==> src/rtl/stm_pkg.sv <==
// shared constants, codes, control struct and font rom for the marquee
// no dependencies; used by all other files but stm_out_if
package stm_pkg;

  localparam int CELL_W     = 11;
  localparam int CELL_H     = 14;
  localparam int TOP_ROW    = 3;
  localparam int BLANK_CODE = 36;

  localparam int GLYPH_W    = 6;
  localparam int ACTION_W   = 2;
  localparam int SLOT_W     = 5;
  localparam int CODE_W     = 8;
  localparam int VROW_W     = 5;
  localparam int VCOL_W     = 7;
  localparam int FPOS_W     = 4;
  localparam int CFG_IDX_W  = 1;
  localparam int CFG_DATA_W = 6;
  localparam int DIR_W      = 2;
  localparam int LEN_W      = 6;

  localparam int DEF_MAX_CHARS  = 32;
  localparam int DEF_VIEW_WIDTH = 75;
  localparam int DEF_VIEW_ROWS  = 20;

  typedef enum logic [ACTION_W-1:0] {
    ACT_WRITE = 2'd0,
    ACT_TICK  = 2'd1,
    ACT_READ  = 2'd2
  } action_t;

  typedef enum logic [CFG_IDX_W-1:0] {
    CFG_DIR = 1'b0,
    CFG_LEN = 1'b1
  } cfg_reg_t;

  typedef enum logic [DIR_W-1:0] {
    DIR_LEFT  = 2'd0,
    DIR_RIGHT = 2'd1,
    DIR_UP    = 2'd2,
    DIR_DOWN  = 2'd3
  } dir_t;

  typedef struct packed {
    logic valid;
    logic write;
    logic blank;
  } stm_ctl_t;

  function automatic logic [GLYPH_W-1:0] encode_char(input logic [CODE_W-1:0] c);
    logic [GLYPH_W-1:0] g;
    g = GLYPH_W'(BLANK_CODE);
    if (c >= 8'h61 && c <= 8'h7a) g = GLYPH_W'(c - 8'h61);
    else if (c >= 8'h30 && c <= 8'h39) g = GLYPH_W'(c - 8'h30 + 8'd26);
    return g;
  endfunction

  // ten rows of seven pixels, first row in the top bits
  function automatic logic [69:0] font_rows(input logic [GLYPH_W-1:0] code);
    logic [69:0] r;
    unique case (code)
      6'd0:  r = {7'h08,7'h14,7'h14,7'h14,7'h22,7'h3E,7'h22,7'h41,7'h41,7'h41};
      6'd1:  r = {7'h7C,7'h42,7'h42,7'h42,7'h7C,7'h42,7'h41,7'h41,7'h41,7'h7E};
      6'd2:  r = {7'h3E,7'h41,7'h40,7'h40,7'h40,7'h40,7'h40,7'h40,7'h41,7'h3E};
      6'd3:  r = {7'h7C,7'h42,7'h41,7'h41,7'h41,7'h41,7'h41,7'h41,7'h42,7'h7C};
      6'd4:  r = {7'h7F,7'h40,7'h40,7'h40,7'h40,7'h7E,7'h40,7'h40,7'h40,7'h7F};
      6'd5:  r = {7'h7F,7'h40,7'h40,7'h40,7'h40,7'h7E,7'h40,7'h40,7'h40,7'h40};
      6'd6:  r = {7'h3E,7'h41,7'h40,7'h40,7'h5F,7'h51,7'h41,7'h41,7'h41,7'h3E};
      6'd7:  r = {7'h41,7'h41,7'h41,7'h41,7'h41,7'h7F,7'h41,7'h41,7'h41,7'h41};
      6'd8:  r = {7'h7F,7'h08,7'h08,7'h08,7'h08,7'h08,7'h08,7'h08,7'h08,7'h7F};
      6'd9:  r = {7'h01,7'h01,7'h01,7'h01,7'h01,7'h01,7'h01,7'h41,7'h41,7'h3E};
      6'd10: r = {7'h41,7'h42,7'h44,7'h48,7'h50,7'h70,7'h48,7'h44,7'h42,7'h41};
      6'd11: r = {7'h40,7'h40,7'h40,7'h40,7'h40,7'h40,7'h40,7'h40,7'h40,7'h7F};
      6'd12: r = {7'h41,7'h63,7'h55,7'h49,7'h49,7'h49,7'h41,7'h41,7'h41,7'h41};
      6'd13: r = {7'h41,7'h61,7'h51,7'h51,7'h49,7'h49,7'h45,7'h45,7'h43,7'h41};
      6'd14: r = {7'h3E,7'h41,7'h41,7'h41,7'h41,7'h41,7'h41,7'h41,7'h41,7'h3E};
      6'd15: r = {7'h7E,7'h41,7'h41,7'h41,7'h41,7'h7E,7'h40,7'h40,7'h40,7'h40};
      6'd16: r = {7'h3E,7'h41,7'h41,7'h41,7'h41,7'h41,7'h49,7'h45,7'h42,7'h3D};
      6'd17: r = {7'h7E,7'h41,7'h41,7'h41,7'h41,7'h7E,7'h48,7'h44,7'h42,7'h41};
      6'd18: r = {7'h3E,7'h41,7'h40,7'h40,7'h3E,7'h01,7'h01,7'h01,7'h41,7'h3E};
      6'd19: r = {7'h7F,7'h08,7'h08,7'h08,7'h08,7'h08,7'h08,7'h08,7'h08,7'h08};
      6'd20: r = {7'h41,7'h41,7'h41,7'h41,7'h41,7'h41,7'h41,7'h41,7'h41,7'h3E};
      6'd21: r = {7'h41,7'h41,7'h41,7'h41,7'h41,7'h41,7'h41,7'h22,7'h14,7'h08};
      6'd22: r = {7'h41,7'h41,7'h41,7'h49,7'h49,7'h49,7'h49,7'h49,7'h49,7'h36};
      6'd23: r = {7'h41,7'h22,7'h22,7'h14,7'h14,7'h08,7'h14,7'h22,7'h22,7'h41};
      6'd24: r = {7'h41,7'h22,7'h14,7'h08,7'h08,7'h08,7'h08,7'h08,7'h08,7'h08};
      6'd25: r = {7'h7F,7'h01,7'h02,7'h04,7'h08,7'h08,7'h10,7'h20,7'h40,7'h7F};
      6'd26: r = {7'h3E,7'h61,7'h51,7'h51,7'h49,7'h49,7'h45,7'h45,7'h43,7'h3E};
      6'd27: r = {7'h08,7'h18,7'h28,7'h48,7'h08,7'h08,7'h08,7'h08,7'h08,7'h7F};
      6'd28: r = {7'h3E,7'h41,7'h01,7'h01,7'h02,7'h04,7'h08,7'h10,7'h20,7'h7F};
      6'd29: r = {7'h3E,7'h41,7'h01,7'h01,7'h3E,7'h01,7'h01,7'h01,7'h41,7'h3E};
      6'd30: r = {7'h08,7'h18,7'h28,7'h48,7'h48,7'h7F,7'h08,7'h08,7'h08,7'h08};
      6'd31: r = {7'h7F,7'h40,7'h40,7'h40,7'h7E,7'h01,7'h01,7'h01,7'h41,7'h3E};
      6'd32: r = {7'h3E,7'h41,7'h40,7'h40,7'h7E,7'h41,7'h41,7'h41,7'h41,7'h3E};
      6'd33: r = {7'h7F,7'h01,7'h02,7'h04,7'h08,7'h10,7'h10,7'h10,7'h10,7'h10};
      6'd34: r = {7'h3E,7'h41,7'h41,7'h41,7'h3E,7'h41,7'h41,7'h41,7'h41,7'h3E};
      6'd35: r = {7'h3E,7'h41,7'h41,7'h41,7'h3F,7'h01,7'h01,7'h01,7'h41,7'h3E};
      default: r = '0;
    endcase
    return r;
  endfunction

  // fr is the font row (2..11), fc the font column (2..8)
  function automatic logic font_bit(input logic [GLYPH_W-1:0] code,
                                    input logic [FPOS_W-1:0] fr,
                                    input logic [FPOS_W-1:0] fc);
    logic [69:0] rows;
    logic [FPOS_W-1:0] ri;
    logic [FPOS_W-1:0] bi;
    logic [6:0] line;
    rows = font_rows(code);
    ri = fr - 4'd2;
    bi = 4'd8 - fc;
    line = 7'(rows >> (7 * (9 - int'(ri))));
    return line[bi[2:0]];
  endfunction

endpackage

==> src/rtl/stm_in_if.sv <==
// input channel of the marquee: valid/ready handshake with one item payload
// depends on stm_pkg
interface stm_in_if;
  import stm_pkg::*;

  logic                valid;
  logic                ready;
  logic [ACTION_W-1:0] action;
  logic [SLOT_W-1:0]   char_slot;
  logic [CODE_W-1:0]   char_code;
  logic [VROW_W-1:0]   view_row;
  logic [VCOL_W-1:0]   view_col;

  modport source (output valid, action, char_slot, char_code, view_row, view_col,
                  input ready);
  modport sink (input valid, action, char_slot, char_code, view_row, view_col,
                output ready);
endinterface

==> src/rtl/stm_out_if.sv <==
// output channel of the marquee: valid/ready handshake with one pixel
// no dependencies
interface stm_out_if;
  logic valid;
  logic ready;
  logic pixel_on;

  modport source (output valid, pixel_on, input ready);
  modport sink (input valid, pixel_on, output ready);
endinterface

==> src/rtl/stm_scroll.sv <==
// input register, scroll offset and window-to-canvas mapping
// depends on stm_pkg and stm_in_if
module stm_scroll #(
  parameter int VIEW_WIDTH = stm_pkg::DEF_VIEW_WIDTH,
  parameter int VIEW_ROWS  = stm_pkg::DEF_VIEW_ROWS,
  parameter int PER_W      = 9,
  parameter int ROW_W      = 5
) (
  input  logic                     clk,
  input  logic                     rst,
  stm_in_if.sink                   req,
  input  stm_pkg::dir_t            dir,
  input  logic [PER_W-1:0]         hperiod,
  input  logic                     clr,
  output stm_pkg::stm_ctl_t        b_ctl,
  output logic [PER_W-1:0]         b_col,
  output logic [ROW_W-1:0]         b_row,
  output logic [stm_pkg::SLOT_W-1:0]  b_slot,
  output logic [stm_pkg::GLYPH_W-1:0] b_glyph,
  input  logic                     b_ready
);
  import stm_pkg::*;

  localparam logic [ROW_W:0] VR = (ROW_W + 1)'(VIEW_ROWS);

  logic                a_valid;
  logic [ACTION_W-1:0] a_action;
  logic [SLOT_W-1:0]   a_slot;
  logic [CODE_W-1:0]   a_code;
  logic [VROW_W-1:0]   a_row;
  logic [VCOL_W-1:0]   a_col;

  logic [PER_W-1:0] offset;
  logic [PER_W-1:0] offset_next;
  logic [PER_W-1:0] cur_p;
  logic [PER_W-1:0] inc;

  logic             a_pass;
  logic             a_go;
  logic             b_free;
  logic             in_win;
  logic [PER_W:0]   hs;
  logic [PER_W-1:0] hc;
  logic [ROW_W:0]   vs;
  logic [ROW_W-1:0] vc;
  logic [PER_W-1:0] map_col;
  logic [ROW_W-1:0] map_row;

  assign a_pass    = (a_action == ACT_WRITE) || (a_action == ACT_READ);
  assign b_free    = !b_ctl.valid || b_ready;
  assign a_go      = a_valid && (!a_pass || b_free);
  assign req.ready = !a_valid || a_go;

  always_ff @(posedge clk) begin
    if (rst) begin
      a_valid <= 1'b0;
    end else if (req.ready) begin
      a_valid <= req.valid;
    end
  end

  always_ff @(posedge clk) begin
    if (req.valid && req.ready) begin
      a_action <= req.action;
      a_slot   <= req.char_slot;
      a_code   <= req.char_code;
      a_row    <= req.view_row;
      a_col    <= req.view_col;
    end
  end

  // offset stays below the period of the current direction
  always_comb begin
    cur_p = (dir == DIR_UP || dir == DIR_DOWN) ? PER_W'(VIEW_ROWS) : hperiod;
    inc = offset + PER_W'(1);
    offset_next = (inc >= cur_p) ? '0 : inc;
  end

  always_ff @(posedge clk) begin
    if (rst || clr) begin
      offset <= '0;
    end else if (a_go && a_action == ACT_TICK) begin
      offset <= offset_next;
    end
  end

  always_comb begin
    in_win = (int'(a_row) < VIEW_ROWS) && (int'(a_col) < VIEW_WIDTH);
    hs = '0;
    vs = '0;
    unique case (dir)
      DIR_LEFT:  hs = (PER_W + 1)'(a_col) + {1'b0, offset};
      DIR_RIGHT: hs = (PER_W + 1)'(a_col) + {1'b0, hperiod} - {1'b0, offset};
      DIR_UP:    vs = (ROW_W + 1)'(a_row) + (ROW_W + 1)'(offset);
      DIR_DOWN:  vs = (ROW_W + 1)'(a_row) + VR - (ROW_W + 1)'(offset);
    endcase
    hc = (hs >= {1'b0, hperiod}) ? PER_W'(hs - {1'b0, hperiod}) : PER_W'(hs);
    vc = (vs >= VR) ? ROW_W'(vs - VR) : ROW_W'(vs);
    if (dir == DIR_UP || dir == DIR_DOWN) begin
      map_col = PER_W'(a_col);
      map_row = vc;
    end else begin
      map_col = hc;
      map_row = ROW_W'(a_row);
    end
  end

  always_ff @(posedge clk) begin
    if (rst) begin
      b_ctl <= '0;
    end else if (a_go && a_pass) begin
      b_ctl.valid <= 1'b1;
      b_ctl.write <= (a_action == ACT_WRITE);
      b_ctl.blank <= !in_win;
    end else if (b_ready) begin
      b_ctl.valid <= 1'b0;
    end
  end

  always_ff @(posedge clk) begin
    if (a_go && a_pass) begin
      b_col   <= map_col;
      b_row   <= map_row;
      b_slot  <= a_slot;
      b_glyph <= encode_char(a_code);
    end
  end

endmodule

==> src/rtl/stm_glyph.sv <==
// glyph store and canvas column split into character slot and font column
// depends on stm_pkg
module stm_glyph #(
  parameter int MAX_CHARS = stm_pkg::DEF_MAX_CHARS,
  parameter int PER_W     = 9,
  parameter int ROW_W     = 5,
  parameter int SPAN_W    = 9
) (
  input  logic                        clk,
  input  logic                        rst,
  input  stm_pkg::stm_ctl_t           b_ctl,
  input  logic [PER_W-1:0]            b_col,
  input  logic [ROW_W-1:0]            b_row,
  input  logic [stm_pkg::SLOT_W-1:0]  b_slot,
  input  logic [stm_pkg::GLYPH_W-1:0] b_glyph,
  input  logic [SPAN_W-1:0]           span,
  output logic                        b_ready,
  output stm_pkg::stm_ctl_t           c_ctl,
  output logic [stm_pkg::GLYPH_W-1:0] c_glyph,
  output logic [stm_pkg::FPOS_W-1:0]  c_fr,
  output logic [stm_pkg::FPOS_W-1:0]  c_fc,
  input  logic                        c_ready
);
  import stm_pkg::*;

  localparam int AW  = (MAX_CHARS > 1) ? $clog2(MAX_CHARS) : 1;
  localparam int K   = PER_W + 1;
  localparam int M   = (2 ** K) / CELL_W;
  localparam int MW  = $clog2(M + 1);
  localparam int PW  = PER_W + MW;
  localparam int RW  = PER_W + 1;

  logic [GLYPH_W-1:0] store [MAX_CHARS];
  logic [MAX_CHARS-1:0] written;

  logic [PW-1:0]     prod;
  logic [PER_W-1:0]  q0;
  logic [RW-1:0]     r0;
  logic              fix;
  logic [PER_W-1:0]  slot;
  logic [FPOS_W-1:0] fc;
  logic [FPOS_W-1:0] fr;
  logic              blank;
  logic              c_free;
  logic              c_load;
  logic              wr_en;
  logic [AW-1:0]     waddr;
  logic [AW-1:0]     raddr;
  logic [GLYPH_W-1:0] rd_glyph;
  logic              rd_ok;
  logic              blank_q;
  logic              c_valid;
  logic              row_out;

  // divide by the cell width through a reciprocal, one correction step
  always_comb begin
    prod = PW'(b_col) * PW'(M);
    q0   = PER_W'(prod >> K);
    r0   = RW'(b_col) - RW'(q0) * RW'(CELL_W);
    fix  = (r0 >= RW'(CELL_W));
    slot = fix ? q0 + PER_W'(1) : q0;
    fc   = fix ? FPOS_W'(r0 - RW'(CELL_W)) : FPOS_W'(r0);
    fr   = FPOS_W'(b_row - ROW_W'(TOP_ROW));
    row_out = (int'(b_row) < TOP_ROW + 2) || (int'(b_row) > TOP_ROW + 11);
    blank = b_ctl.blank || (PER_W'(span) <= b_col) || row_out
            || (fc < 4'd2) || (fc > 4'd8);
  end

  assign c_free  = !c_valid || c_ready;
  assign b_ready = b_ctl.write || c_free;
  assign c_load  = b_ctl.valid && !b_ctl.write && c_free;
  assign wr_en   = b_ctl.valid && b_ctl.write && (int'(b_slot) < MAX_CHARS);
  assign waddr   = AW'(b_slot);
  assign raddr   = AW'(slot);

  always_ff @(posedge clk) begin
    if (wr_en) begin
      store[waddr] <= b_glyph;
    end
    if (c_load) begin
      rd_glyph <= store[raddr];
    end
  end

  always_ff @(posedge clk) begin
    if (rst) begin
      written <= '0;
      rd_ok   <= 1'b0;
    end else begin
      if (wr_en) begin
        written[waddr] <= 1'b1;
      end
      if (c_load) begin
        rd_ok <= written[raddr];
      end
    end
  end

  always_ff @(posedge clk) begin
    if (rst) begin
      c_valid <= 1'b0;
    end else if (c_load) begin
      c_valid <= 1'b1;
    end else if (c_ready) begin
      c_valid <= 1'b0;
    end
  end

  always_ff @(posedge clk) begin
    if (c_load) begin
      blank_q <= blank;
      c_fr    <= fr;
      c_fc    <= fc;
    end
  end

  assign c_ctl   = '{valid: c_valid, write: 1'b0, blank: blank_q};
  assign c_glyph = rd_ok ? rd_glyph : GLYPH_W'(BLANK_CODE);

endmodule

==> src/rtl/stm_font.sv <==
// font rom lookup and result register
// depends on stm_pkg and stm_out_if
module stm_font (
  input  logic                        clk,
  input  logic                        rst,
  input  stm_pkg::stm_ctl_t           c_ctl,
  input  logic [stm_pkg::GLYPH_W-1:0] c_glyph,
  input  logic [stm_pkg::FPOS_W-1:0]  c_fr,
  input  logic [stm_pkg::FPOS_W-1:0]  c_fc,
  output logic                        c_ready,
  stm_out_if.source                   rsp
);
  import stm_pkg::*;

  logic out_valid;
  logic pixel;

  assign c_ready = !out_valid || rsp.ready;

  always_ff @(posedge clk) begin
    if (rst) begin
      out_valid <= 1'b0;
    end else if (c_ready) begin
      out_valid <= c_ctl.valid;
    end
  end

  always_ff @(posedge clk) begin
    if (c_ready && c_ctl.valid) begin
      pixel <= !c_ctl.blank && font_bit(c_glyph, c_fr, c_fc);
    end
  end

  assign rsp.valid    = out_valid;
  assign rsp.pixel_on = pixel;

endmodule

==> src/rtl/scrolling_text_marquee_unit.sv <==
// Scrolling text marquee. Takes one item per clock unless stalled (write
// glyph, tick, read pixel) and returns one pixel per read item via scroll,
// glyph and font stages. The rate is set by a single-port glyph store that is
// written and read at the same pipeline step; a write followed by a read of
// that slot sees the new glyph. Writing either register resets the scroll
// offset. No clearing pass after reset: slots never written read as blank.
module scrolling_text_marquee_unit #(
  parameter int MAX_CHARS  = stm_pkg::DEF_MAX_CHARS,
  parameter int VIEW_WIDTH = stm_pkg::DEF_VIEW_WIDTH,
  parameter int VIEW_ROWS  = stm_pkg::DEF_VIEW_ROWS
) (
  input  logic                           clk,
  input  logic                           rst,
  stm_in_if.sink                         req,
  stm_out_if.source                      rsp,
  input  logic                           cfg_we,
  input  logic [stm_pkg::CFG_IDX_W-1:0]  cfg_index,
  input  logic [stm_pkg::CFG_DATA_W-1:0] cfg_data
);
  import stm_pkg::*;

  localparam int ACT_W  = $clog2(MAX_CHARS + 1);
  localparam int SPAN_W = $clog2(MAX_CHARS * CELL_W + 1);
  localparam int HMAX   = (MAX_CHARS * CELL_W > VIEW_WIDTH) ? MAX_CHARS * CELL_W : VIEW_WIDTH;
  localparam int MAXP   = (HMAX > VIEW_ROWS) ? HMAX : VIEW_ROWS;
  localparam int PER_W  = $clog2(MAXP + 1);
  localparam int ROW_W  = $clog2(VIEW_ROWS);

  dir_t              dir;
  logic [LEN_W-1:0]  text_length;
  logic [ACT_W-1:0]  act_len;
  logic [SPAN_W-1:0] span;
  logic [PER_W-1:0]  hperiod;

  stm_ctl_t           b_ctl;
  logic [PER_W-1:0]   b_col;
  logic [ROW_W-1:0]   b_row;
  logic [SLOT_W-1:0]  b_slot;
  logic [GLYPH_W-1:0] b_glyph;
  logic               b_ready;

  stm_ctl_t           c_ctl;
  logic [GLYPH_W-1:0] c_glyph;
  logic [FPOS_W-1:0]  c_fr;
  logic [FPOS_W-1:0]  c_fc;
  logic               c_ready;

  always_ff @(posedge clk) begin
    if (rst) begin
      dir         <= DIR_LEFT;
      text_length <= '0;
    end else if (cfg_we) begin
      unique case (cfg_reg_t'(cfg_index))
        CFG_DIR: dir <= dir_t'(cfg_data[DIR_W-1:0]);
        CFG_LEN: text_length <= cfg_data[LEN_W-1:0];
      endcase
    end
  end

  always_comb begin
    act_len = (int'(text_length) > MAX_CHARS) ? ACT_W'(MAX_CHARS) : ACT_W'(text_length);
    span    = SPAN_W'(act_len) * SPAN_W'(CELL_W);
    hperiod = (PER_W'(span) < PER_W'(VIEW_WIDTH)) ? PER_W'(VIEW_WIDTH) : PER_W'(span);
  end

  stm_scroll #(
    .VIEW_WIDTH (VIEW_WIDTH),
    .VIEW_ROWS  (VIEW_ROWS),
    .PER_W      (PER_W),
    .ROW_W      (ROW_W)
  ) u_scroll (
    .clk     (clk),
    .rst     (rst),
    .req     (req),
    .dir     (dir),
    .hperiod (hperiod),
    .clr     (cfg_we),
    .b_ctl   (b_ctl),
    .b_col   (b_col),
    .b_row   (b_row),
    .b_slot  (b_slot),
    .b_glyph (b_glyph),
    .b_ready (b_ready)
  );

  stm_glyph #(
    .MAX_CHARS (MAX_CHARS),
    .PER_W     (PER_W),
    .ROW_W     (ROW_W),
    .SPAN_W    (SPAN_W)
  ) u_glyph (
    .clk     (clk),
    .rst     (rst),
    .b_ctl   (b_ctl),
    .b_col   (b_col),
    .b_row   (b_row),
    .b_slot  (b_slot),
    .b_glyph (b_glyph),
    .span    (span),
    .b_ready (b_ready),
    .c_ctl   (c_ctl),
    .c_glyph (c_glyph),
    .c_fr    (c_fr),
    .c_fc    (c_fc),
    .c_ready (c_ready)
  );

  stm_font u_font (
    .clk     (clk),
    .rst     (rst),
    .c_ctl   (c_ctl),
    .c_glyph (c_glyph),
    .c_fr    (c_fr),
    .c_fc    (c_fc),
    .c_ready (c_ready),
    .rsp     (rsp)
  );

endmodule

==> src/flat_wrapper.sv <==
// flat-port wrapper written by rule: the top's interface ports become plain ports
module scrolling_text_marquee_unit_flat import stm_pkg::*;
#(
  parameter int MAX_CHARS  = stm_pkg::DEF_MAX_CHARS,
  parameter int VIEW_WIDTH = stm_pkg::DEF_VIEW_WIDTH,
  parameter int VIEW_ROWS  = stm_pkg::DEF_VIEW_ROWS
)
  (clk, rst, cfg_we, cfg_index, cfg_data, req_valid, req_action, req_char_slot, req_char_code, req_view_row, req_view_col, req_ready, rsp_valid, rsp_pixel_on, rsp_ready);
  stm_in_if req_i ();
  stm_out_if rsp_i ();
  input  logic clk;
  input  logic rst;
  input  logic cfg_we;
  input  logic [stm_pkg::CFG_IDX_W-1:0] cfg_index;
  input  logic [stm_pkg::CFG_DATA_W-1:0] cfg_data;
  input wire logic [$bits(req_i.valid)-1:0] req_valid;
  input wire logic [$bits(req_i.action)-1:0] req_action;
  input wire logic [$bits(req_i.char_slot)-1:0] req_char_slot;
  input wire logic [$bits(req_i.char_code)-1:0] req_char_code;
  input wire logic [$bits(req_i.view_row)-1:0] req_view_row;
  input wire logic [$bits(req_i.view_col)-1:0] req_view_col;
  output wire logic [$bits(req_i.ready)-1:0] req_ready;
  output wire logic [$bits(rsp_i.valid)-1:0] rsp_valid;
  output wire logic [$bits(rsp_i.pixel_on)-1:0] rsp_pixel_on;
  input wire logic [$bits(rsp_i.ready)-1:0] rsp_ready;
  assign req_i.valid = req_valid;
  assign req_i.action = req_action;
  assign req_i.char_slot = req_char_slot;
  assign req_i.char_code = req_char_code;
  assign req_i.view_row = req_view_row;
  assign req_i.view_col = req_view_col;
  assign req_ready = req_i.ready;
  assign rsp_valid = rsp_i.valid;
  assign rsp_pixel_on = rsp_i.pixel_on;
  assign rsp_i.ready = rsp_ready;
  scrolling_text_marquee_unit #(.MAX_CHARS(MAX_CHARS), .VIEW_WIDTH(VIEW_WIDTH), .VIEW_ROWS(VIEW_ROWS)) u_core (.clk(clk), .rst(rst), .req(req_i), .rsp(rsp_i), .cfg_we(cfg_we), .cfg_index(cfg_index), .cfg_data(cfg_data));
endmodule
==> config.mk <==
export PLATFORM = sky130hd
export DESIGN_NAME = scrolling_text_marquee_unit_flat
export DESIGN_NICKNAME = d
export VERILOG_FILES = /design/src/rtl/stm_pkg.sv /design/src/rtl/stm_in_if.sv /design/src/rtl/stm_out_if.sv /design/src/rtl/stm_scroll.sv /design/src/rtl/stm_glyph.sv /design/src/rtl/stm_font.sv /design/src/rtl/scrolling_text_marquee_unit.sv /design/src/flat_wrapper.sv
export SDC_FILE = /design/constraint.sdc
export NUM_CORES = 1
export LEC_CHECK = 0
export BUFFER_PORTS_ARGS = -buffer_cell sky130_fd_sc_hd__buf_4
export CORE_MARGIN = 8
export CORE_UTILIZATION = 40
export DETAILED_ROUTE_END_ITERATION = 10
export GPL_TIMING_DRIVEN = 0
export PLACE_DENSITY_LB_ADDON = 0.1
export SYNTH_ARGS = -nofsm -noshare
export SYNTH_HDL_FRONTEND = slang
export SYNTH_HIERARCHICAL = 1
export SYNTH_MEMORY_MAX_BITS = 65536
export SYNTH_SLANG_ARGS = --single-unit
==> constraint.sdc <==
create_clock -name clk -period 9.06 [get_ports clk]
set_clock_uncertainty 0.2 [all_clocks]
set_input_delay 2.718 -clock clk [delete_from_list [all_inputs] [get_ports clk]]
set_output_delay 2.718 -clock clk [all_outputs]
set_load 0.005 [all_outputs]
### Word level (Yosys, flattened, before mapping)

Memories as Yosys holds them, arrays and structs flattened. A register that Yosys moved wholly into a read port is not among the register bits.
Index checks and enable logic that the tools add are counted.

| word-level totals | value |
|---|---|
| bits in read-only memories | 4,416 |
| logic and storage cells | 148 |
| latch bits | 0 |
| memories kept | 2 |
| register bits after elaboration | 117 |
| bits in writable memories | 192 |
| input bits | 39 |
| output and inout bits | 3 |

| operators by class | value |
|---|---|
| equal/unequal tests | 5 |
| add/subtract/negate cells | 19 |
| multipliers | 4 |
| muxes and demuxes | 28 |
| order comparisons | 21 |
| divide/modulo/power cells | 0 |
| shifts and indexed selects | 1 |
| bitwise gates (word level) | 2 |
| reductions and logical operators | 41 |

Memories:

| name | depth | bits a word | rd ports | clocked after memory_dff | write ports | line | RTL |
|---|---|---|---|---|---|---|---|
| (name not given) | 64 | 69 | 1 | 0 | 0 | stm_pkg.sv:61 | `unique case (code)` |
| u_core.u_glyph.store | 32 | 6 | 1 | 1 | 1 | stm_glyph.sv:33 | `logic [GLYPH_W-1:0] store [MAX_CHARS];` |

Operators with widths:

| cell | count |
|---|---|
| $mux W70 | 1 |
| $shr A70 B32 Y7 | 1 |
| $mux W9 | 4 |
| $or A32 B32 Y32 | 1 |
| $mux W6 | 4 |
| $add A7 B9 Y10 | 2 |
| $pmux W10 S2 | 1 |
| $mul A9 B7 Y16 const B | 1 |
| $mux W5 | 3 |
| $logic_or A1 B1 Y1 | 14 |
| $logic_and A1 B1 Y1 | 13 |
| $lt A5 B6 Y1 const B | 2 |
| $pmux W6 S2 | 1 |
| $sub A6 B6 Y6 const B | 2 |
| $ge A10 B4 Y1 const B | 1 |
| $ge A10 B9 Y1 | 1 |
| $mul A6 B4 Y10 const B | 1 |
| $sub A10 B9 Y10 | 1 |
| $sub A9 B10 Y10 | 1 |
| $add A9 B1 Y9 const B | 1 |
| $ge A9 B9 Y1 | 1 |
| $le A9 B9 Y1 | 1 |
| $lt A9 B7 Y1 const B | 1 |
| $mul A4 B5 Y9 const A | 1 |
| other kinds (39) | 61 |

### Depth between registers and ports, before layout

Gate-level depths: netlist of run 1.

| logic depth | value |
|---|---|
| depth after elaboration | 11 |
| gate-level depth with buffers | 33 |
| mapped depth without buffers | 29 |

### Cells and area by module

The synthesis of run 1 kept the hierarchy.

Modules (own cells, without submodules):

| module | area each (um^2) | sequential area each (um^2) | times used | cells an instance |
|---|---|---|---|---|
| stm_glyph | 12,620.9 | 6,896.6 | 1 | 967 |
| stm_font | 6,288.5 | 50.0 | 1 | 950 |
| stm_scroll | 4,984.8 | 1,821.7 | 1 | 509 |
| scrolling_text_marquee_unit | 925.9 | 160.2 | 1 | 104 |

### Worst setup path before layout of run 1

No wires, ideal clock.

| timing path | value |
|---|---|
| path type | reg-to-reg |
| start point | reg u_core.u_scroll.b_col[2] |
| end point | reg u_core.u_glyph.rd_glyph[3], read port of u_core.u_glyph.store (data pin) |
| library setup time | 0.272 ns |
| period minus slack after synthesis | 9.564 ns |
| required time | 8.588 ns |
| slack | -0.504 ns |
| stages on the path, launching flop included | 32 |
| buffers on the path | 4 |
| arrival time | 9.092 ns |
| path through | edfxtp_1 > ha_1 > fa_1 > inv_1 > fa_1 > fa_1 > inv_1 > ha_1 > nand4_1 > a21oi_1 > or3_1 > nand4_1 > buf_1 > clkbuf_1 > ha_1 > inv_1 > fa_1 > inv_1 > fa_1 > inv_1 > ha_1 > o211ai_1 > o2111a_1 > a211o_1 > a2111oi_4 > and3_1 > buf_2 > mux2i_1 > clkbuf_1 > mux4_2 > a22o_1 > or4_1 |

| between the ends | value |
|---|---|
| cells in the longest elaborated chain, start to end | 5 |
| elaborated cells between the ends (all ways) | 6 |
| those cells by class | add/sub: 2; mul: 2; order compare: 1; mux: 1 |

RTL lines:

| element | line | RTL |
|---|---|---|
| start, declared | stm_scroll.sv:16 | `output logic [PER_W-1:0] b_col,` |
| start signal, assigned | stm_scroll.sv:122 | `b_col <= map_col;` |
| $mul A9 B7 Y16 | stm_glyph.sv:57 | `prod = PW'(b_col) * PW'(M);` |
| $mul A6 B4 Y10 | stm_glyph.sv:59 | `r0 = RW'(b_col) - RW'(q0) * RW'(CELL_W);` |
| $sub A9 B10 Y10 | stm_glyph.sv:59 |  |
| $ge A10 B4 Y1 | stm_glyph.sv:60 | `fix = (r0 >= RW'(CELL_W));` |
| $mux W5 (*) | stm_glyph.sv:61 | `slot = fix ? q0 + PER_W'(1) : q0;` |
| end, declared | stm_glyph.sv:49 | `logic [GLYPH_W-1:0] rd_glyph;` |

Mark *: on every way between the ends. The rest lies on a longest branch, timed or not.
A chain may end at the register's enable or synchronous reset.

### Final worst setup path of run 1

| timing path | value |
|---|---|
| start point | reg u_core.u_scroll.b_col[5] |
| end point | reg u_core.u_glyph.rd_glyph[2], read port of u_core.u_glyph.store (data pin) |

Same word-level chain as after synthesis.

==> run summary, run 1 <==
The run finished with clean final reports. The root buffer cell was clkbuf_16. Counting the buffers created by CTS gives 30. Counting every net in the synthesized netlist gives 2781. For the worst setup path, the data required time is 9.19 ns. The HPWL after detailed placement is 72800 µm. The clock reaches the later pin of the worst-skew pair after 0.59 ns. The ratio of final minimum period to clock period works out to 0.983.

The overall die area was 70200 µm². Max-cap violations in this run came to 0. The starting utilization of the core area was 0.403. 42 I/O pins were placed.

The wire length per cell came out at 28.0 µm. The die is 265 µm wide. The height of the chip came out at 265 µm.

In this run the standard cell core region covers 61500 µm². Entering global routing, the biggest net connects 33 pins. For the cell area after synthesis, the log shows 24800 µm². The routed layout has 22300 vias. The dominant delay contributor by cell family on the critical path was adder cells. For this run, the top clock speed supported by timing is 0.112 GHz. The number of antenna diodes in the final layout is 0. The highest net fanout along the worst path was 10; the number of iterations in the first detailed-routing pass was 7. For the headroom to the max-slew limit, the log shows 0.0877. The DRC violation count after routing came out at 0. Among the stages of the critical path, the cell type that occurs most often is fa_1. In this run the mean area of a mapped cell was 9.81 µm². Nature of the critical path endpoint: a flop. The tools report the count of pins over their slew limit as 0. For this design, the CTS-stage hold fixing added 0 buffers. The routed via count divided by cell count came out at 6.40. For this run, the post-layout net count is 2928. The actual transition at the worst max-transition pin is 1.35 ns, and the number of design-rule violations left by the first detailed-router iteration is 2450. Setup repair after global routing could not meet its margin everywhere.

The biggest cell delay along the critical path is 0.60 ns, and the synthesis-to-finish area growth is 15.1%. The layout cell share with drive strength beyond 1 was 0.159; the minimum clock period after layout was 8.91 ns. For this block, the routed nets add up to 97800 µm of wire.

For the number of clock sinks, the log shows 315. For the remaining antenna violation count after routing, the log shows 0. The clock passes through at most 3 buffers.

TritonCTS built the clock tree. The number of H-tree levels was 1; the port buffer count was 40. The slowest stage of the critical path is the fa_1 cell. Synthesis handed over a netlist of 2527 instances.

For this run, the number of Yosys warnings is 6. Cell row count: 91. At the worst endpoint, the arrival time is 9.04 ns. The logs give 0.264 for the total routing resource utilization after global routing and 0 for the total of endpoints with negative setup slack in the final report.

The first global-routing pass estimated 141000 µm of wire. For the number of antenna violations at the first check in global routing, the log shows 2. The type of the setup path with the least slack was flop to flop. The run gives 0.223 ns as the worst hold slack after final layout. Number of hold violations in the final report: 0.

Global routing finished with a remaining overflow of 0. The via count of the first global-routing pass was 21700; the combined buffer and inverter count along the critical path was 10. Clock-pin slew was measured on the worst setup and hold paths at 0.06 ns. STA classifies the critical path startpoint as a flop. Routability-driven placement finished with a final weighted congestion of 1.00.

The worst hold-check path type was flop to flop.
==> layer usage <==
metal  wire length (µm)  up-vias  track usage
met4               6900        2        0.152
met1              37600    10900        0.329
met2              45500     1212        0.440
met3               7730      336       0.0350
met5                 13        -            0
li1                   -     9880            -
==> sequential cells by signal (all words and copies together), names as in the netlist, 4 cells and up <==
signal,flops
u_core/u_glyph/store,192
u_core/u_glyph/written,32
u_core/u_scroll/b_col,9
u_core/u_scroll/offset,9
u_core/u_scroll/a_code,8
u_core/u_scroll/a_col,7
u_core/text_length,6
u_core/u_glyph/rd_glyph,6
u_core/u_scroll/b_glyph,6
u_core/u_scroll/a_row,5
u_core/u_scroll/a_slot,5
u_core/u_scroll/b_row,5
u_core/u_scroll/b_slot,5
u_core/u_glyph/c_fr,4
==> cell usage in the layout (no fill, tap or decap), types with 58 or more instances in the layout <==
| cell type | n |
|---|---|
| edfxtp_1 | 259 |
| nor2_1 | 243 |
| inv_1 | 158 |
| nand2_1 | 154 |
| ha_1 | 154 |
| buf_4 | 116 |
| a21oi_1 | 101 |
| o21ai_0 | 82 |
| clkbuf_1 | 71 |
| nand3_1 | 68 |
| mux2i_1 | 64 |
| nor3_1 | 58 |
==> worst paths after layout <==
kind	cells past startpoint	slack, ns	startpoint	to
worst min register to register	0	0.22	u_core/u_scroll/a_slot[1]	u_core/u_scroll/b_slot[1]
worst max-delay path	33	0.15	u_core/u_scroll/b_col[5]	u_core/u_glyph/rd_glyph[2]
worst min-delay path	0	0.22	u_core/u_scroll/a_slot[1]	u_core/u_scroll/b_slot[1]
worst max register to register	33	0.15	u_core/u_scroll/b_col[5]	u_core/u_glyph/rd_glyph[2]
==> per-stage QoR <==
step / instance area, µm² / TNS [ns] / worst slack (ns) / cells / utilization
2_1_floorplan: 24800 / 0 / 0.00361 / 2527 / -
3_3_place_gp: 26100 / -11.33 / -1.83 / 3357 / 0.424
3_5_place_dp: 26100 / -12.11 / -1.91 / 3360 / 0.425
4_1_cts: 27800 / 0 / 0.000524 / 3449 / 0.452
5_1_grt: 28500 / -0.400 / -0.0902 / 3488 / 0.464
6_report: 28500 / 0 / 0.150 / 3488 / 0.464
==> final cells by class <==
cell class                 count  area (µm²)
fill                        5828       33000
sequential                   315        8900
clock buffer                  34         776
tap                          790         988
inverter                     169         634
timing repair buffer         118        1010
multi-input combinational   1893       15100
buffer                       147         876
clock inverter                22         230
==> what timing repair did <==
action                                  4_1_cts  5_1_grt
endpoints found under the hold margin         0        0
setup buffers                                34       41
gates resized for setup                      77       72
endpoints found under the setup margin        8        7
pin swaps                                    22       53
Power of run 1 is left out: the tool's default activity adds up to more than one toggle a clock period on the data nets, which glitch-free logic cannot reach.
==> inputs of run 2 (changes only) <==
- ABC_AREA: unset -> 1
- CELL_PAD_IN_SITES_DETAIL_PLACEMENT: unset -> 1
- CELL_PAD_IN_SITES_GLOBAL_PLACEMENT: unset -> 2
- CORE_UTILIZATION: 40 -> 35
==> run 2 against run 1 <==
Critical path depth is 9 higher. Worst hold slack worse by 0.0020 ns. Final area is 5.0% lower. Sequential cell count stayed put. Critical path type unchanged.
==> run summary, run 2 <==
The run finished with clean final reports. Synthesis handed over a netlist of 3184 instances. Clock-pin slew was measured on the worst setup and hold paths at 0.06 ns. The height of the chip was 279 µm.

The maximum number of pins on one net before global-route repair was 33; the DRC violation count after routing was 0. After floorplanning, the core was sized to cover 68600 µm². The count of pins over their slew limit came out at 0.

The worst setup path is launched from a flop. STA classifies the critical path endpoint as a flop. The tools report the number of hold violations in the final report as 0. Headroom to the max-slew limit: 0.133.

The clock latency of the later-clocked register in the worst-skew pair is 0.53 ns, and the highest net fanout along the worst path is 10. The net count of the finished layout is 3530. Area occupied by multi-input gates: 13300 µm². The quantity of hold-fixing buffers added after cts is 0. For the total of endpoints with negative setup slack in the final report, the log shows 0.

Measured along the x axis, the die boundary spans 279 µm. In the layout the commonest cells are nand2_1 (852), nand3_1 (651), inv_1 (331). Averaged over all synthesized cells, the footprint is 7.61 µm². The root buffer cell was clkbuf_16. In this run the cell area of the synthesized design comes to 24200 µm². The most numerous cell type found on the critical path is nand2_1. For this block, the initial DRC count from the detailed router was 1465. Summing over every cut layer, the via total after detailed routing is 23100.

Pin placement for this block handled 42 I/O pins. The number of warnings printed during yosys synthesis is 6. The number of cells on the critical path is 42.

Once routing completed, OpenROAD measured the worst setup slack at 0.536 ns. For this design, the slowest cell found on the critical path is fa_1. At the pin with the least slew margin, the transition time is 1.30 ns. The tools report the met1 routing resource usage after global routing as 0.293. In this design, the largest share of critical-path delay is due to adder cells. The run gives 8900 µm² as the register cell area after layout. The register with the highest flop count is u_core/u_glyph/store.

CTS saw 315 sinks. The ratio of final minimum period to clock period works out to 0.941. TritonCTS built the clock tree. Fill cells in the final layout number 8439. The worst hold-check path type was flop to flop.

The clock passes through at most 3 buffers. Clock tree synthesis inserted a total of 34 buffers. Routability-driven placement finished with a final weighted congestion of 0.932. Wire length per cell: 23.0 µm.

The hold path depth was 0; the minimum clock period after layout was 8.52 ns. For the number of iterations in the first detailed-routing pass, the log shows 5. The global routing usage on met3 is 0.0175. The run gives 96 as the cell row count. The via count of the first global-routing pass is 24000, and the first-pass GRT wire length is 145000 µm. The flip-flop count of the largest register, all copies and words added is 192. The number of antenna violations at the first check in global routing is 0, and the biggest cell delay along the critical path is 0.55 ns. The number of nets handed over by synthesis was 3438. Compared with the post-synthesis result, the final layout area differs by 11.9%. In the final layout, the registers with the most flip-flops are u_core/u_glyph/store (192), u_core/u_glyph/written (32). The routed via count divided by cell count came out at 5.46.

The total overflow left after global routing is 0. The routing usage on met2 is 0.430, and the starting utilization of the core area is 0.353. The detail route stage leaves a number of antenna-violating nets equal to 0.

For the worst flop-to-flop path, the logic depth is 42. The combined buffer and inverter count along the critical path came out at 8. The run gives 0 as the max-cap check violation count.

During placement, the flow inserted port buffers numbering 41. The tools report the critical path data required time as 9.14 ns. The floorplan step defined a die boundary enclosing 77900 µm². The global routing stage identified its most utilized layer as met2. The layout cell share with drive strength beyond 1 was 0.0942; the total wire length after detailed routing was 97400 µm. The placement-stage worst setup slack is -0.231 ns, and the number of H-tree levels is 2. The post-DP HPWL came out at 76300 µm.

The highest clock frequency the design can meet was 0.117 GHz. The total routing resource utilization after global routing was 0.241. The worst setup path is of the flop to flop kind. The most common cell after layout, fill and taps aside was nand2_1. Data arrives at the worst endpoint at 8.60 ns.
-- run 2: routing by layer --
layer,routed length (µm),vias to the layer above
li1,-,10800
met1,41100,11500
met2,47900,572
met3,3230,203
met4,5080,0
met5,0,-
-- run 2: path summary, 6_finish.rpt --
| check | from | end | slack, ns |
|---|---|---|---|
| max | u_core/u_scroll/b_col[2] | u_core/u_glyph/rd_glyph[0] | 0.54 |
| min reg2reg | u_core/u_scroll/a_slot[2] | u_core/u_scroll/b_slot[2] | 0.22 |
| min | u_core/u_scroll/a_slot[2] | u_core/u_scroll/b_slot[2] | 0.22 |
| max reg2reg | u_core/u_scroll/b_col[2] | u_core/u_glyph/rd_glyph[0] | 0.54 |
-- run 2: cell type report --
class,instances,area share
well taps,931,0.0430
clock inverters,14,0.00600
flip-flops and latches,315,0.328
clock buffers,47,0.0351
inverters,355,0.0494
plain buffers,140,0.0314
diodes,1,0.0000924
repair buffers,56,0.0154
multi-input cells,2374,0.491
-- run 2: timing repair --
action / in CTS / in global routing
hold endpoints to repair: 0 / 0
pin swaps: 0 / 2
gates cloned: 0 / 1
resized for setup: 3 / 50
setup endpoints to repair: 8 / 8
setup buffers: 2 / 12
-- run 2: stage by stage --
stage | cells | hold slack [ns] | cell area, µm² | setup TNS (ns) | util
after floorplan | 3184 | 0.200 | 24200 | 0 | -
after global placement | 4156 | 0.208 | 25700 | -0.654 | 0.375
after detailed placement | 4156 | 0.212 | 25700 | -0.994 | 0.375
after CTS | 4219 | 0.225 | 26800 | 0 | 0.391
after global routing | 4232 | 0.236 | 27100 | -0.0805 | 0.395
final | 4233 | 0.221 | 27100 | 0 | 0.395
Power of run 2 is left out for the same reason.
==> inputs of run 3 (changes only) <==
- SYNTH_HIERARCHICAL: 1 -> unset
==> run 3 against run 2 <==
Final area shrank 2.0%. Via count shrank 5.2%. Global-route usage grew 0.32 points. Area after synthesis shrank 3.4%. Utilization grew 0.30 points.
==> run summary, run 3 <==
Synthesis inferred 315 register bits. CTS built an H-tree with a depth of 2. After layout, the minimum clock period comes to 8.71 ns. In this run the cell area of the synthesized design comes to 23400 µm². The number of hold violations in the final report was 0. Counting instances in the post-synthesis netlist gives the leading cell types as nand2_1 (535), nand3_1 (387), nor2_1 (354).

In the final routed layout, each cell accounts on average for 23.5 µm. For the final cell count without fillers, the log shows 3978. The number of design-rule violations left by the first detailed-router iteration is 1460, and the antenna diode count is 0.

The starting utilization of the core area is 0.351. The largest registers in the layout are u_core.u_glyph.store (192), u_core.u_glyph.written (32). Dominant register cell in the synthesized netlist: edfxtp_1. The cell total after placement is 3884. The logs give 0 for the remaining antenna violation count after routing and 35 for the number of clock buffers inserted by TritonCTS.

The actual transition at the worst max-transition pin was 1.33 ns; the clock-pin slew of the registers on the worst-case setup and hold paths was 0.07 ns. Top cell type by total area after synthesis: edfxtp_1. The via count of the first global-routing pass is 23400, and the height of the chip is 275 µm. The total of endpoints with negative setup slack in the final report is 0. The portion of synthesized cell area occupied by the leading cell type was 0.332; the total routing resource utilization after global routing was 0.244.

The type of the setup path with the least slack was flop to flop. The number of buffers and inverters on the critical path is 10. The worst hold-check path type is flop to flop. STA puts the critical path data required time at 9.15 ns.

STA puts the critical path data arrival time at 8.80 ns. The post-DP HPWL was 72600 µm. In this run the number of cells on the critical path is 46.

For this run, design rule violations remaining after detail routing come to 0. The first global-routing pass estimated 141000 µm of wire. After detailed routing, the total wire length is 93400 µm.

Summed over all layers, the global routing overflow is 0. Averaged over all synthesized cells, the footprint is 7.88 µm². The routed layout has 21900 vias. The floorplan has 95 rows. By area the synthesized netlist is led by edfxtp_1 (33%), ha_1 (9.5%), nand2_1 (8.6%), nand3_1 (8.3%), nor2_1 (5.7%). The port buffer count works out to 40. The die is 275 µm wide.

The worst-case reg-to-reg path depth was 46. For the post-layout worst setup margin, the log shows 0.354 ns. The biggest cell delay along the critical path is 0.53 ns. The total nets after synthesis came out at 3228. The most common cell type on the critical path is nand2_1. The run gives 3340 as the number of nets at the end of the flow.

Yosys printed 0 warnings. On the critical path, the stage with the largest delay is an instance of fa_1. Register with the highest flop count: u_core.u_glyph.store. The async set-or-reset flop fraction in the synthesized netlist works out to 0. The run gives 0.106 as the headroom to the max-slew limit. The ratio of final minimum period to clock period is 0.961. The run gives 0 as the count of pins over their slew limit.

CTS saw 315 sinks. For the utilization after layout, the log shows 0.398. In this run the worst path has a maximum fanout of 11. The run gives 64 as the count of distinct cell types in the synthesized netlist. The cell sitting at the root of the clock tree is a clkbuf_16.

The cell with the most instances after synthesis is nand2_1. Number of iterations in the first detailed-routing pass: 5. The boundary pin count is 42.

The register with the most flip-flops in the layout has 192 of them. The layout cell share with drive strength beyond 1 works out to 0.0863. For the worst-skew pair, the clock arrives at the later sink with an insertion delay of 0.54 ns.

The hold path depth is 0. Most common cell after layout, fill and taps aside: nand2_1. The tools report the number of antenna violations at the first check in global routing as 1. The overall die area was 75400 µm². For the maximum number of pins on one net before global-route repair, the log shows 33. Among cell families on the critical path, the largest total delay comes from adder cells.

The run gives 0.380 as the portion of the post-synthesis area used by sequential elements. Setup repair after global routing could not meet its margin everywhere. The worst setup path is launched from a flop. The tools report the core footprint as 66700 µm².

The worst setup path is captured at a flop. Synthesis handed over a netlist of 2970 instances. The buffer depth of the longest clock path was 3. TritonCTS built the clock tree.

After detailed routing, the number of vias per cell comes to 5.51. The run finished with clean final reports. At the end of routability-driven placement, the weighted congestion stood at 0.913. Across the run, the number of max-cap violations was 0. From synthesis to final layout, the design area changed by 13.4%. The top cell types in the final layout, fill and taps aside, are nand2_1 (527), nand3_1 (387), nor2_1 (354). The total of fill cells in the finished design was 8066. The placement-stage worst setup slack came out at -0.462 ns.

Number of enable-type register cells in the synthesized netlist: 259. The highest clock frequency the design can meet was 0.115 GHz.
run 3: per-stage QoR:
step	TNS [ns]	area (µm²)	hold slack, ns
after floorplan	0	23400	0.200
after global placement	-1.95	24800	0.213
after detailed placement	-2.68	24800	0.211
after CTS	0	26000	0.230
after global routing	-0.269	26500	0.233
final	0	26500	0.226
run 3: worst paths after layout:
kind / slack, ns / start / to
hold / removal: 0.23 / u_core.u_scroll.a_slot[3] / u_core.u_scroll.b_slot[3]
hold reg to reg: 0.23 / u_core.u_scroll.a_slot[3] / u_core.u_scroll.b_slot[3]
setup reg to reg: 0.35 / u_core.u_scroll.b_col[4] / u_core.u_glyph.rd_glyph[2]
setup / recovery: 0.35 / u_core.u_scroll.b_col[4] / u_core.u_glyph.rd_glyph[2]
run 3: what timing repair did:
item,CTS,global route
setup endpoints to repair,7,16
hold endpoints to repair,0,0
resized for setup,8,63
setup buffers,13,17
pin swaps,3,19
gates cloned,0,1
hold buffers,0,0
run 3: per-layer routing:
layer | up-vias | global-route usage | wire (µm)
met5 | - | 0 | 11
met4 | 2 | 0.115 | 4790
met3 | 231 | 0.0180 | 3350
met2 | 591 | 0.430 | 45400
met1 | 10800 | 0.302 | 39800
li1 | 10300 | - | -
run 3: logic make-up after synthesis:
family / share of synthesized area
xor gates and xnor gates: 0.0228
AOI/OAI and AO/OA: 0.114
and+or+nand+nor: 0.268
DFF: 0.380
buffers and inverters: 0.0845
adders and majority gates: 0.131
run 3: worst register-to-register path, delay by kind of cell (launching register included):
family / cells / cell delay, ns
AO/OA/AOI/OAI: 5 / 0.98
XOR/XNOR: 1 / 0.19
adder cells (fa/ha/maj): 9 / 3.60
buffers and inverters: 10 / 0.77
flip-flops: 1 / 0.50
AND/OR/NAND/NOR: 21 / 2.20
run 3: cell type report:
type	count	area [µm²]	area share
buffer	140	747	0.0281
clock buffer	42	902	0.0340
clock inverter	18	170	0.00641
inverter	342	1290	0.0486
multi-input combinational	2172	12700	0.480
sequential	315	8900	0.335
tap	873	1090	0.0412
timing repair buffer	76	708	0.0267
Power of run 3 is left out for the same reason.
